<file path="src/hdl/fq12_pkg.sv">
`default_nettype none
package fq12_pkg;

  localparam int SAMPLE_W   = 16;
  localparam int COEF_W     = 16;
  localparam int NUM_COEFS  = 7;
  localparam int Q_SHIFT    = 12;
  localparam int ACC_W      = SAMPLE_W + Q_SHIFT;
  localparam int PROD_W     = SAMPLE_W + COEF_W;
  localparam int TAPCNT_W   = 3;
  localparam int CFG_IDX_W  = 4;
  localparam int CFG_DATA_W = 16;
  localparam int COEF_SEL_W = $clog2(NUM_COEFS);

  localparam logic [CFG_IDX_W-1:0] REG_TAP_COUNT  = CFG_IDX_W'(0);
  localparam logic [CFG_IDX_W-1:0] REG_COEF_FIRST = CFG_IDX_W'(1);
  localparam logic [CFG_IDX_W-1:0] REG_COEF_LAST  = CFG_IDX_W'(NUM_COEFS);

  typedef logic signed [SAMPLE_W-1:0] sample_t;

  typedef struct packed {
    logic [TAPCNT_W-1:0]                tap_count;
    logic [NUM_COEFS-1:0][COEF_W-1:0]   coef;
  } cfg_t;

endpackage
`default_nettype wire

</file>
<file path="src/hdl/fq12_regs.sv">
`default_nettype none
module fq12_regs
  import fq12_pkg::*;
(
  input  wire logic                  clk,
  input  wire logic                  rst,
  input  wire logic                  cfg_valid,
  output logic                       cfg_ready,
  input  wire logic [CFG_IDX_W-1:0]  cfg_index,
  input  wire logic [CFG_DATA_W-1:0] cfg_data,
  output cfg_t                       cfg
);

  logic [COEF_SEL_W-1:0] coef_sel;
  logic [CFG_IDX_W-1:0]  coef_off;

  assign cfg_ready = 1'b1;
  assign coef_off  = cfg_index - REG_COEF_FIRST;
  assign coef_sel  = coef_off[COEF_SEL_W-1:0];

  always_ff @(posedge clk) begin
    if (rst) begin
      cfg <= '0;
    end else if (cfg_valid) begin
      if (cfg_index == REG_TAP_COUNT) begin
        cfg.tap_count <= cfg_data[TAPCNT_W-1:0];
      end else if (cfg_index inside {[REG_COEF_FIRST:REG_COEF_LAST]}) begin
        cfg.coef[coef_sel] <= cfg_data[COEF_W-1:0];
      end
    end
  end

endmodule
`default_nettype wire

</file>
<file path="config.mk">
export PLATFORM = sky130hd
export DESIGN_NAME = fq12_regs
export DESIGN_NICKNAME = d
export VERILOG_FILES = /design/src/hdl/fq12_pkg.sv /design/src/hdl/fq12_regs.sv
export SDC_FILE = /design/constraint.sdc
export NUM_CORES = 1
export LEC_CHECK = 0
export CORE_ASPECT_RATIO = 0.6
export CORE_UTILIZATION = 33
export CTS_BUF_LIST = sky130_fd_sc_hd__clkbuf_8
export DETAILED_ROUTE_END_ITERATION = 8
export DONT_BUFFER_PORTS = 1
export PLACE_DENSITY = 0.55
export SYNTH_ARGS = -nofsm -noshare
export SYNTH_HDL_FRONTEND = slang
export SYNTH_SLANG_ARGS = --single-unit
</file>
<file path="constraint.sdc">
create_clock -name clk -period 2.3 [get_ports clk]
set_clock_uncertainty 0.1 [all_clocks]
set_input_delay 0.345 -clock clk [delete_from_list [all_inputs] [get_ports clk]]
set_output_delay 0.345 -clock clk [all_outputs]
set_load 0.01 [all_outputs]
</file>
Word-level counts from Yosys, hierarchy flattened
Cells that the tools add are included.
{"block": "classes", "addsub": 1, "n_lt_le_gt_ge": 4, "n_mux": 3, "n_bitwise": 1, "reduce_logical": 5}
{"operator": "$bwmux 112", "count": 1}
{"operator": "$demux 16 s3", "count": 1}
{"operator": "$mux 16", "count": 1}
{"operator": "$ge 4x1->1 const B", "count": 1}
{"operator": "$le 4x3->1 const B", "count": 1}
{"operator": "$logic_not 4->1", "count": 1}
{"operator": "$lt 3x4->1 const B", "count": 1}
{"operator": "$ge 3x1->1 const B", "count": 1}
{"operator": "$reduce_and 3->1", "count": 1}
{"operator": "$sub 3x1->3 const B", "count": 1}
{"operator": "$logic_and 1x1->1", "count": 2}
{"operator": "$reduce_and 2->1", "count": 1}
{"operator": "$not 1->1", "count": 1}
{"block": "word_totals", "regBits": 115, "in_bits": 23, "output_inout_bits": 116, "wordCells": 22}

Depth between registers and ports, before layout
Gate-level depths: netlist of run 1.
{"block": "depth", "ltp_word": 6, "ltp_mapped": 9, "mapped_depth_nobuf": 5}

Worst setup path before layout of run 1
OpenSTA, ideal clock, no wires.
{"block": "synth_timing", "kind": "input -> register", "start": "input port cfg_index[0]", "end": "register cfg[10] (netlist bit)", "setup_ns": 0.125, "arrival_ns": 1.830, "required_ns": 2.075, "setup_slack_ns": 0.245, "stages": 7, "path_buffers": 3, "cell_sequence": "clkbuf_1 -> inv_1 -> ha_1 -> clkbuf_1 -> nand4_2 -> buf_6 -> mux2i_1"}
{"block": "synth_via", "elab_chain_len": 6, "elab_cells_between_ends": 13, "classes_between": "add/sub (1); order compare (4); mux (3); bitwise (1); reduce/logical (4)"}
{"element": "from (decl)", "line_no": "fq12_regs.sv:9", "rtl": "input wire logic [CFG_IDX_W-1:0] cfg_index,"}
{"element": "$sub 3x1->3", "line_no": "fq12_regs.sv:18", "rtl": "assign coef_off = cfg_index - REG_COEF_FIRST;"}
{"element": "$lt 3x4->1 (implied by the code) or $ge 3x1->1 (tied branches)", "line_no": "fq12_regs.sv:28", "rtl": "cfg.coef[coef_sel] <= cfg_data[COEF_W-1:0];"}
{"element": "$logic_and 1x1->1 (implied by the code)", "line_no": "fq12_regs.sv:28"}
{"element": "$mux 16 (implied by the code)", "line_no": "fq12_regs.sv:28"}
{"element": "$demux 16 s3", "line_no": "fq12_regs.sv:28"}
{"element": "$bwmux 112", "line_no": "fq12_regs.sv:28"}
{"element": "to (decl)", "line_no": "fq12_regs.sv:11", "rtl": "output cfg_t cfg"}
Several ways; a longest one is shown, not always the timed one.
A chain may end at the register's enable or synchronous reset.

Worst setup path in the final report of run 1
{"block": "layout_timing", "start": "input port rst", "end": "register cfg[112] (netlist bit)"}
{"element": "from (decl)", "line_no": "fq12_regs.sv:6", "rtl": "input wire logic rst,"}
No word-level cell between the ends.

==> impl_results.md, run 1 <==
* Status: complete, no violations
* Hold crit path type: in2reg
* Met2 WL post-DR at 4240 um
* Via density at 4.86
* Remaining global-route overflow at 0
* Net Switching at 0.949 mW
* Setup WS post-layout at 0.237 ns
* Cts hold-fix bufs at 6
* DRT Pass-1 Iters at 4
* Most frequent cell after synthesis: nand2b_1
* Input/output buffers at 0
* Clock buffer depth at 2
* Worst-path clk slew at 0.07 ns
* Post-synthesis async set-or-reset flop share at 0%
* Layout Cells excl Fill at 590
* # rows at 32
* Number of max-cap violations at 0
* Top Layer Used: met4
* Initial Util at 34.8%
* Ys flop type: dfxtp_1
* Leakage at 2.42 nW
* Post-DP HPWL at 7760 um
* Setup Slack @ Placement at 0.285 ns
* Hold Path End: cfg[67]
* Top cells by area, synth: dfxtp_1 (50%), mux2i_1 (25%), nand2b_1 (17%)
* Later-pin clock latency in the skew report at 0.41 ns
* Post-synth cell types at 18
* Final Cell Area at 5120 sq um
* Switching part of the total power at 23.1%
* Dpl cell area at 4670 sq um
* Tmin final at 2.06 ns
* Peak VDD IR at 0.298 mV
* PD cells at 803 nW/um^2
* Worst reg-to-reg setup slack at 0.95 ns
* Fmax at 0.485 GHz
* Cells after Synth at 404
* Slew Limit Fails at 0
* Die height at 93.2 um
* Placed cells at 553
* Total CTS buffers at 17
* Number of DRC markers in iteration 0 at 104
* Total number of vias at 2869
* Type of origin of the critical path: input port
* Largest net degree at the start of global routing at 91
* Final Hold Viols at 0
* Final setup fails at 0
* Pint at 3.17 mW
* Die area at 14400 sq um
* Number of flops mapped to enable cells by yosys at 0
* Root Driver: clkbuf_8
* Hold slack at 0.0291 ns
* Synthesized area at 4580 sq um
* Yosys top cell by area: dfxtp_1
* RD Place Congestion at 0.718
* CP Max Fanout at 90
* Worst reg2reg endpoint: cfg[112]
* Resized Gates After CTS at 0
* Vias in the first global route at 2919
* Top cell type's share of synthesized area at 50.3%
* Per-cell routed wire length at 19.8 um
* Share of cells above drive strength 1 at 10.2%
* Antenna-violating nets left at 0
* Worst flop-to-flop path startpoint: cfg[112]
* DRC at 0
* WS Path Type: in2reg
* IO Count at 139
* First-pass GRT wire length at 17800 um
* Top reg by flops: cfg
* Worst hold start: rst
* H-tree levels at 4
* Nets at 432
* Max reg flops at 115
* WL met1 at 5810 um
* Avg Cell Area, Syn at 11.3 sq um
* N_diodes at 0
* Yosys warns at 0
* CP Capture Type: register
* Yosys reg bits at 115
* Setup TNS at 0 ns
* Clock share of power at 45.5%
* Post-Syn Nets at 428
* Layout filler cell count at 1283
* Initial antenna violation count at 2
* TritonCTS clock tree: done
* Worst Hold Depth at 2
* RSZ-0062 raised after global routing: no
* GRT Total Usage at 17.1%
* Comb pwr share at 4.6%
* Worst EP required at 2.50 ns
* Drt total wl at 11700 um
* Synth-to-layout area growth at 11.9%
* CP Data Arrival Time at 2.27 ns
* Sequential fraction of design power at 49.9%
* Worst-margin pin slew at 1.03 ns
* Die width at 154 um
* Synth top cells by count: nand2b_1 (128), dfxtp_1 (115), mux2i_1 (115)
* Largest registers: cfg: 115 flops
* Worst slew margin at 30.9%
* Area of the core at 13200 sq um
* Met3 wire length at 1590 um
* Register area share after synthesis at 50.3%
* Fin crit share at 89.7%
* R2R depth at 3
* CTS Sinks at 115
* Setup Fix Bufs, Post-CTS at 0
[cell usage in the layout (no fill, tap or decap), drive strengths merged]
cell and count:
and2b 1, and3 1, and4bb 2, buf 6
bufinv 2, clkbuf 21, clkinv 5, clkinvlp 2
conb 1, dfxtp 115, dlygate4sd3 6, ha 1
inv 3, mux2i 115, nand2b 128, nand3 2
nand3b 1, nand4 2, nand4b 1, nor2 4
xnor2 1
[metrics by stage]
| stage | total power [mW] | util [%] |
|---|---|---|
| after global routing | 4.27 | 38.9 |
| after floorplan | 2.25 | - |
| after CTS | 4.18 | 38.9 |
| after global placement | 2.27 | 35.4 |
| final | 4.12 | 38.9 |
| after detailed placement | 2.27 | 35.4 |
[per-layer routing]
layer	global-route usage (%)	vias to the layer above
li1	-	1341
met1	24.3	1398
met2	21.7	122
met3	8.67	8
met4	5.00	0
met5	0	-
[final cells by class]
type	instances	area, sq um	share of cell area (%)
flip-flops and latches	115	2300	44.9
multi-input cells	260	2100	41.0
clock buffers	21	289	5.64
well taps	170	213	4.15
clock inverters	10	108	2.10
repair buffers	12	105	2.05
inverters	2	7.51	0.147
[worst max-delay path, cell delays in order]
cell and delay, ns:
dlygate4sd3_1 1.22, nor2_1 0.11, dlygate4sd3_1 0.59
[power groups by stage]
| stage | combinational (mW) | sequential (mW) | clock [mW] |
|---|---|---|---|
| 3_5_place_dp | 0.170 | 2.10 | 0 |
| 5_1_grt | 0.202 | 2.06 | 2.01 |
| 4_1_cts | 0.190 | 2.06 | 1.93 |
| 2_1_floorplan | 0.154 | 2.09 | 0 |
| 3_3_place_gp | 0.166 | 2.10 | 0 |
| 6_report | 0.188 | 2.06 | 1.87 |
[kinds of logic (layout without fill, tap and decap cells)]
family | after synthesis | count (layout) | share of synthesized area, %
simple gates | 142 | 142 | 20.0
mux | 115 | 115 | 25.1
flops | 115 | 115 | 50.3
buf+inv | 29 | 45 | 3.85
fa+ha+maj | 1 | 1 | 0.273
other cells | 1 | 1 | 0.0819
xor+xnor | 1 | 1 | 0.355
[worst max path at each step]
stage / slack, ns / start / to / cells past startpoint
after floorplan: 0.24 / cfg_index[0] / cfg[10] / 7
after detailed placement: 0.29 / cfg_index[0] / cfg[81] / 5
final: 0.24 / rst / cfg[112] / 3
after global placement: 0.35 / cfg_index[0] / cfg[85] / 5
after CTS: 0.28 / rst / cfg[112] / 3
after global routing: 0.1 / rst / cfg[112] / 3
Note: power is estimated with default switching activity, not from simulation.
==> run 2, diff against run 1 <==
--- a/config.mk
+++ b/config.mk
@@ -10,7 +10,7 @@
 export CTS_BUF_LIST = sky130_fd_sc_hd__clkbuf_8
 export DETAILED_ROUTE_END_ITERATION = 8
 export DONT_BUFFER_PORTS = 1
-export PLACE_DENSITY = 0.55
+export PLACE_DENSITY_LB_ADDON = 0.08
 export SYNTH_ARGS = -nofsm -noshare
 export SYNTH_HDL_FRONTEND = slang
 export SYNTH_SLANG_ARGS = --single-unit
==> impl_results.md, run 2 (synthesized netlist as in run 1, its figures left out) <==
* Initial antenna violation count at 0
* WS Path Type: in2reg
* Root Driver: clkbuf_8
* CP Data Arrival Time at 1.89 ns
* CTS Sinks at 115
* Via density at 4.81
* Resized Gates After CTS at 0
* Type of origin of the critical path: input port
* Status: complete, no violations
* H-tree levels at 4
* GRT Total Usage at 18.7%
* RSZ-0062 raised after global routing: no
* Worst-path cell chain: inv_1, ha_1, and4bb_2, mux2i_1, nor2_1, dlygate4sd3_1
* CP top delay family: buffers and inverters
* Area of the core at 13200 sq um
* Drt total wl at 12800 um
* RD Place Congestion at 0.688
* IO Count at 139
* CP Capture Type: register
* TritonCTS clock tree: done
* Fmax at 0.596 GHz
* Final Hold Viols at 0
* CP Max Fanout at 6
* Leakage at 2.44 nW
* Die area at 14400 sq um
* Peak VDD IR at 0.245 mV
* Final setup fails at 0
* PD cells at 772 nW/um^2
* Layout filler cell count at 1262
* Post-DP HPWL at 7800 um
* Hold slack at 0.0410 ns
* Worst-margin pin slew at 0.656 ns
* Top reg by flops: cfg
* Setup Fix Bufs, Post-CTS at 0
* DRC at 0
* Nets at 436
* Worst EP required at 2.51 ns
* Antenna-violating nets left at 0
* Per-cell routed wire length at 21.5 um
* Tmin final at 1.68 ns
* Remaining global-route overflow at 0
* Initial Util at 34.8%
* Fin crit share at 72.9%
* Switching part of the total power at 24.6%
* Die height at 93.2 um
* Largest stage delay, worst path at 0.57 ns
* Largest registers: cfg: 115 flops
* Total CTS buffers at 17
* Net Switching at 0.977 mW
* DRT Pass-1 Iters at 4
* Later-pin clock latency in the skew report at 0.42 ns
* Number of max-cap violations at 0
* Share of cells above drive strength 1 at 10.1%
* Largest net degree at the start of global routing at 73
* Number of DRC markers in iteration 0 at 133
* Clock share of power at 42.8%
* Worst reg-to-reg setup slack at 0.98 ns
* Clock buffer depth at 2
* First-pass GRT wire length at 19100 um
* Vias in the first global route at 2958
* Slew Limit Fails at 0
* Input/output buffers at 0
* Sequential fraction of design power at 51.7%
* # rows at 32
* Commonest non-fill, non-tap cell in the layout: nand2b_1
* Most frequent cells in the layout: nand2b_1 (128), mux2i_1 (115), dfxtp_1 (115)
* Die width at 154 um
* Worst-path clk slew at 0.07 ns
* CP max-delay cell: dlygate4sd3_1
* Hold crit path type: in2reg
* Max reg flops at 115
* Pint at 3.00 mW
* Total number of vias at 2864
* Comb pwr share at 5.5%
* Worst Path Buf+Inv at 2
* Setup TNS at 0 ns
* Synth-to-layout area growth at 12.6%
* Worst slew margin at 56.1%
[run 2: cell count changes in the layout (fill, tap and decap cells not counted)]
cell           before  now
buf_12              0    1
buf_16              0    1
buf_4               6    5
bufinv_16           2    1
clkbuf_8           21   19
clkinv_2            4    6
diode_2             0    1
dlygate4sd3_1       6    9
inv_1               3    5
[run 2: per-layer routing]
| metal | vias to the layer above | global-route usage [%] | part of all wire, % |
|---|---|---|---|
| met2 | 97 | 24.0 | 37 |
| met3 | 13 | 8.06 | 9.3 |
| met5 | - | 0 | 0 |
| li1 | 1367 | - | - |
| met1 | 1387 | 26.7 | 53 |
| met4 | 0 | 7.42 | 0.96 |
[run 2: worst paths after layout]
| path | end | cells past startpoint | startpoint |
|---|---|---|---|
| worst max-delay path | cfg[114] | 6 | cfg_index[0] |
| worst min-delay path | cfg[100] | 2 | rst |
| worst max register to register | cfg[114] | 3 | cfg[114] |
| worst min register to register | cfg[56] | 2 | cfg[56] |
[run 2: per-stage QoR]
stage	instance area (sq um)	cells	power [mW]	util (%)	worst slack, ns
after floorplan	4580	404	2.25	-	0.245
after global placement	4680	553	2.27	35.5	0.350
after detailed placement	4680	553	2.27	35.5	0.277
after CTS	5140	594	4.04	39.0	0.707
after global routing	5150	595	4.14	39.1	0.579
final	5160	596	3.98	39.1	0.623
[run 2: cell type report]
type / instances / area (sq um) / area share (%)
antenna: 1 / 2.50 / 0.0485
clock buffer: 19 / 262 / 5.07
clock inverter: 13 / 95.1 / 1.84
inverter: 2 / 7.51 / 0.146
multi-input combinational: 260 / 2100 / 40.7
sequential: 115 / 2300 / 44.6
tap: 170 / 213 / 4.13
timing repair buffer: 16 / 175 / 3.40
[run 2: timing repair]
action | in CTS | in global routing
endpoints found under the setup margin | 0 | 0
hold buffers | 9 | 1
hold endpoints to repair | 72 | 1
[run 2: worst register-to-register path, stage by stage (launching register included)]
cell and delay, ns:
dfxtp_1 0.35, mux2i_1 0.14, nor2_1 0.06, dlygate4sd3_1 0.57
[run 2: power by group through the flow]
stage	Combinational, mW	Clock (mW)	Sequential [mW]
after floorplan	0.154	0	2.09
after global placement	0.168	0	2.10
after detailed placement	0.172	0	2.10
after global routing	0.238	1.85	2.06
final	0.219	1.70	2.06
after CTS	0.222	1.76	2.06
==> run 3, diff against run 2 <==
==> constraint.sdc (replaced) <==
create_clock -name clk -period 1.35 [get_ports clk]
set_clock_uncertainty 0.1 [all_clocks]
set_input_delay 0.2025 -clock clk [delete_from_list [all_inputs] [get_ports clk]]
set_output_delay 0.2025 -clock clk [all_outputs]
set_load 0.01 [all_outputs]
==> impl_results.md, run 3 (synthesized netlist as in run 1, its figures left out) <==
* Post-DP HPWL at 7740 um
* Setup TNS at 0 ns
* CP Max Fanout at 2
* Slew Limit Fails at 0
* Total number of vias at 2982
* Area of the core at 13200 sq um
* Synth-to-layout area growth at 26.1%
* DRT Pass-1 Iters at 4
* Largest stage delay, worst path at 0.56 ns
* Worst slew margin at 63.9%
* CP Capture Type: register
* H-tree levels at 4
* Sequential fraction of design power at 44.7%
* WS Path Type: reg2reg
* Total CTS buffers at 17
* Largest registers: cfg: 115 flops
* Largest net degree at the start of global routing at 83
* Total chip power at 7.82 mW
* Number of max-cap violations at 0
* PD cells at 1360 nW/um^2
* Worst-margin pin slew at 0.541 ns
* Worst Path Buf+Inv at 1
* CP Data Arrival Time at 1.57 ns
* Number of DRC markers in iteration 0 at 89
* CTS Sinks at 115
* Worst Hold Depth at 3
* Fmax at 0.762 GHz
* Worst reg-to-reg setup slack at 0.04 ns
* CP top delay family: buffers and inverters
* Peak VDD IR at 0.605 mV
* Drt total wl at 12200 um
* Layout Cells excl Fill at 628
* CP endpoint: cfg[59]
* Worst flop-to-flop path startpoint: cfg[59]
* Commonest non-fill, non-tap cell in the layout: nand2b_1
* Crit. path cell count at 3
* Final setup fails at 0
* DRC at 0
* RSZ-0062 raised after global routing: no
* Layout filler cell count at 1261
* IO Count at 139
* Root Driver: clkbuf_8
* R2R depth at 3
* Clock buffer depth at 2
* Remaining global-route overflow at 0
* Net Switching at 1.76 mW
* Type of origin of the critical path: register
* Initial Util at 34.8%
* CP max-delay cell: dlygate4sd3_1
* Later-pin clock latency in the skew report at 0.42 ns
* Share of cells above drive strength 1 at 18.1%
* Pint at 6.06 mW
* Antenna-violating nets left at 0
* Tmin final at 1.31 ns
* Nets at 469
* Worst-path cell chain: nand2b_1, dlygate4sd3_1, mux2i_1
* # rows at 32
* Input/output buffers at 0
* Clock share of power at 50.2%
* CP startpoint: cfg[59]
* Worst EP required at 1.60 ns
* Most frequent cells in the layout: nand2b_1 (128), mux2i_1 (115), dfxtp_1 (88)
* Die area at 14400 sq um
* Die width at 154 um
* Die height at 93.2 um
* Comb pwr share at 5.1%
* Placed cells at 562
* RD Place Congestion at 0.695
* Per-cell routed wire length at 19.4 um
* Status: complete, no violations
* TritonCTS clock tree: done
* Fin util at 43.8%
* Via density at 4.75
* Fin crit share at 97.2%
* Switching part of the total power at 22.5%
* N_diodes at 0
* Leakage at 2.60 nW
* Final Hold Viols at 0
* Vias in the first global route at 3121
* Max reg flops at 115
* Hold crit path type: in2reg
* First-pass GRT wire length at 18600 um
* Initial antenna violation count at 0
* GRT Total Usage at 17.6%
* Worst-path clk slew at 0.08 ns
* Top reg by flops: cfg
* Worst reg2reg endpoint: cfg[59]
-- run 3: worst min path at each step --
| stage | start | to | slack (ns) |
|---|---|---|---|
| after floorplan | cfg_data[0] | cfg[112] | 0.25 |
| after global placement | rst | cfg[114] | 0.18 |
| after detailed placement | rst | cfg[114] | 0.19 |
| after CTS | rst | cfg[113] | 0.01 |
| after global routing | cfg_index[0] | cfg[3] | 0.02 |
| final | cfg_index[0] | cfg[2] | 0.03 |
-- run 3: worst min-delay path, cell delays in order --
cell	delay, ns
nand4_4	0.05
buf_12	0.17
mux2i_1	0.08
-- run 3: area by class of cell --
cell class	instances	area, sq um	share of cell area (%)
Sequential cell	115	2350	40.6
Multi-Input combinational cell	260	2160	37.4
Timing Repair Buffer	49	561	9.71
Clock buffer	18	248	4.29
Clock inverter	14	234	4.05
Tap cell	170	213	3.69
Inverter	2	15.0	0.260
-- run 3: power by group through the flow --
stage | clock network, mW | logic, mW | registers, mW
2_1_floorplan | 0 | 0.301 | 3.56
3_3_place_gp | 0 | 0.341 | 3.58
5_1_grt | 4.16 | 0.433 | 3.50
3_5_place_dp | 0 | 0.347 | 3.58
6_report | 3.93 | 0.402 | 3.49
4_1_cts | 4.01 | 0.404 | 3.50
-- run 3: what timing repair did --
| action | CTS | global route |
|---|---|---|
| setup endpoints to repair | 0 | 27 |
| resized for setup | 0 | 32 |
| hold endpoints to repair | 115 | 4 |
| hold buffers | 37 | 1 |
| buffers inserted | 0 | 0 |
-- run 3: through the flow --
stage          instance area, sq um  hold slack, ns  setup slack, ns
2_1_floorplan                  4700           0.250           -0.275
3_3_place_gp                   4890           0.185           -0.108
3_5_place_dp                   4890           0.186           -0.151
4_1_cts                        5760          0.0134           0.0159
5_1_grt                        5770          0.0160          0.00136
6_report                       5770          0.0285           0.0378
-- run 3: metal layers --
metal | GRT usage (%) | vias up | wire length, um
met2 | 23.9 | 90 | 4730
met3 | 9.55 | 9 | 1280
li1 | - | 1413 | -
met1 | 23.7 | 1470 | 6110
met4 | 4.75 | 0 | 68
met5 | 0 | - | 0
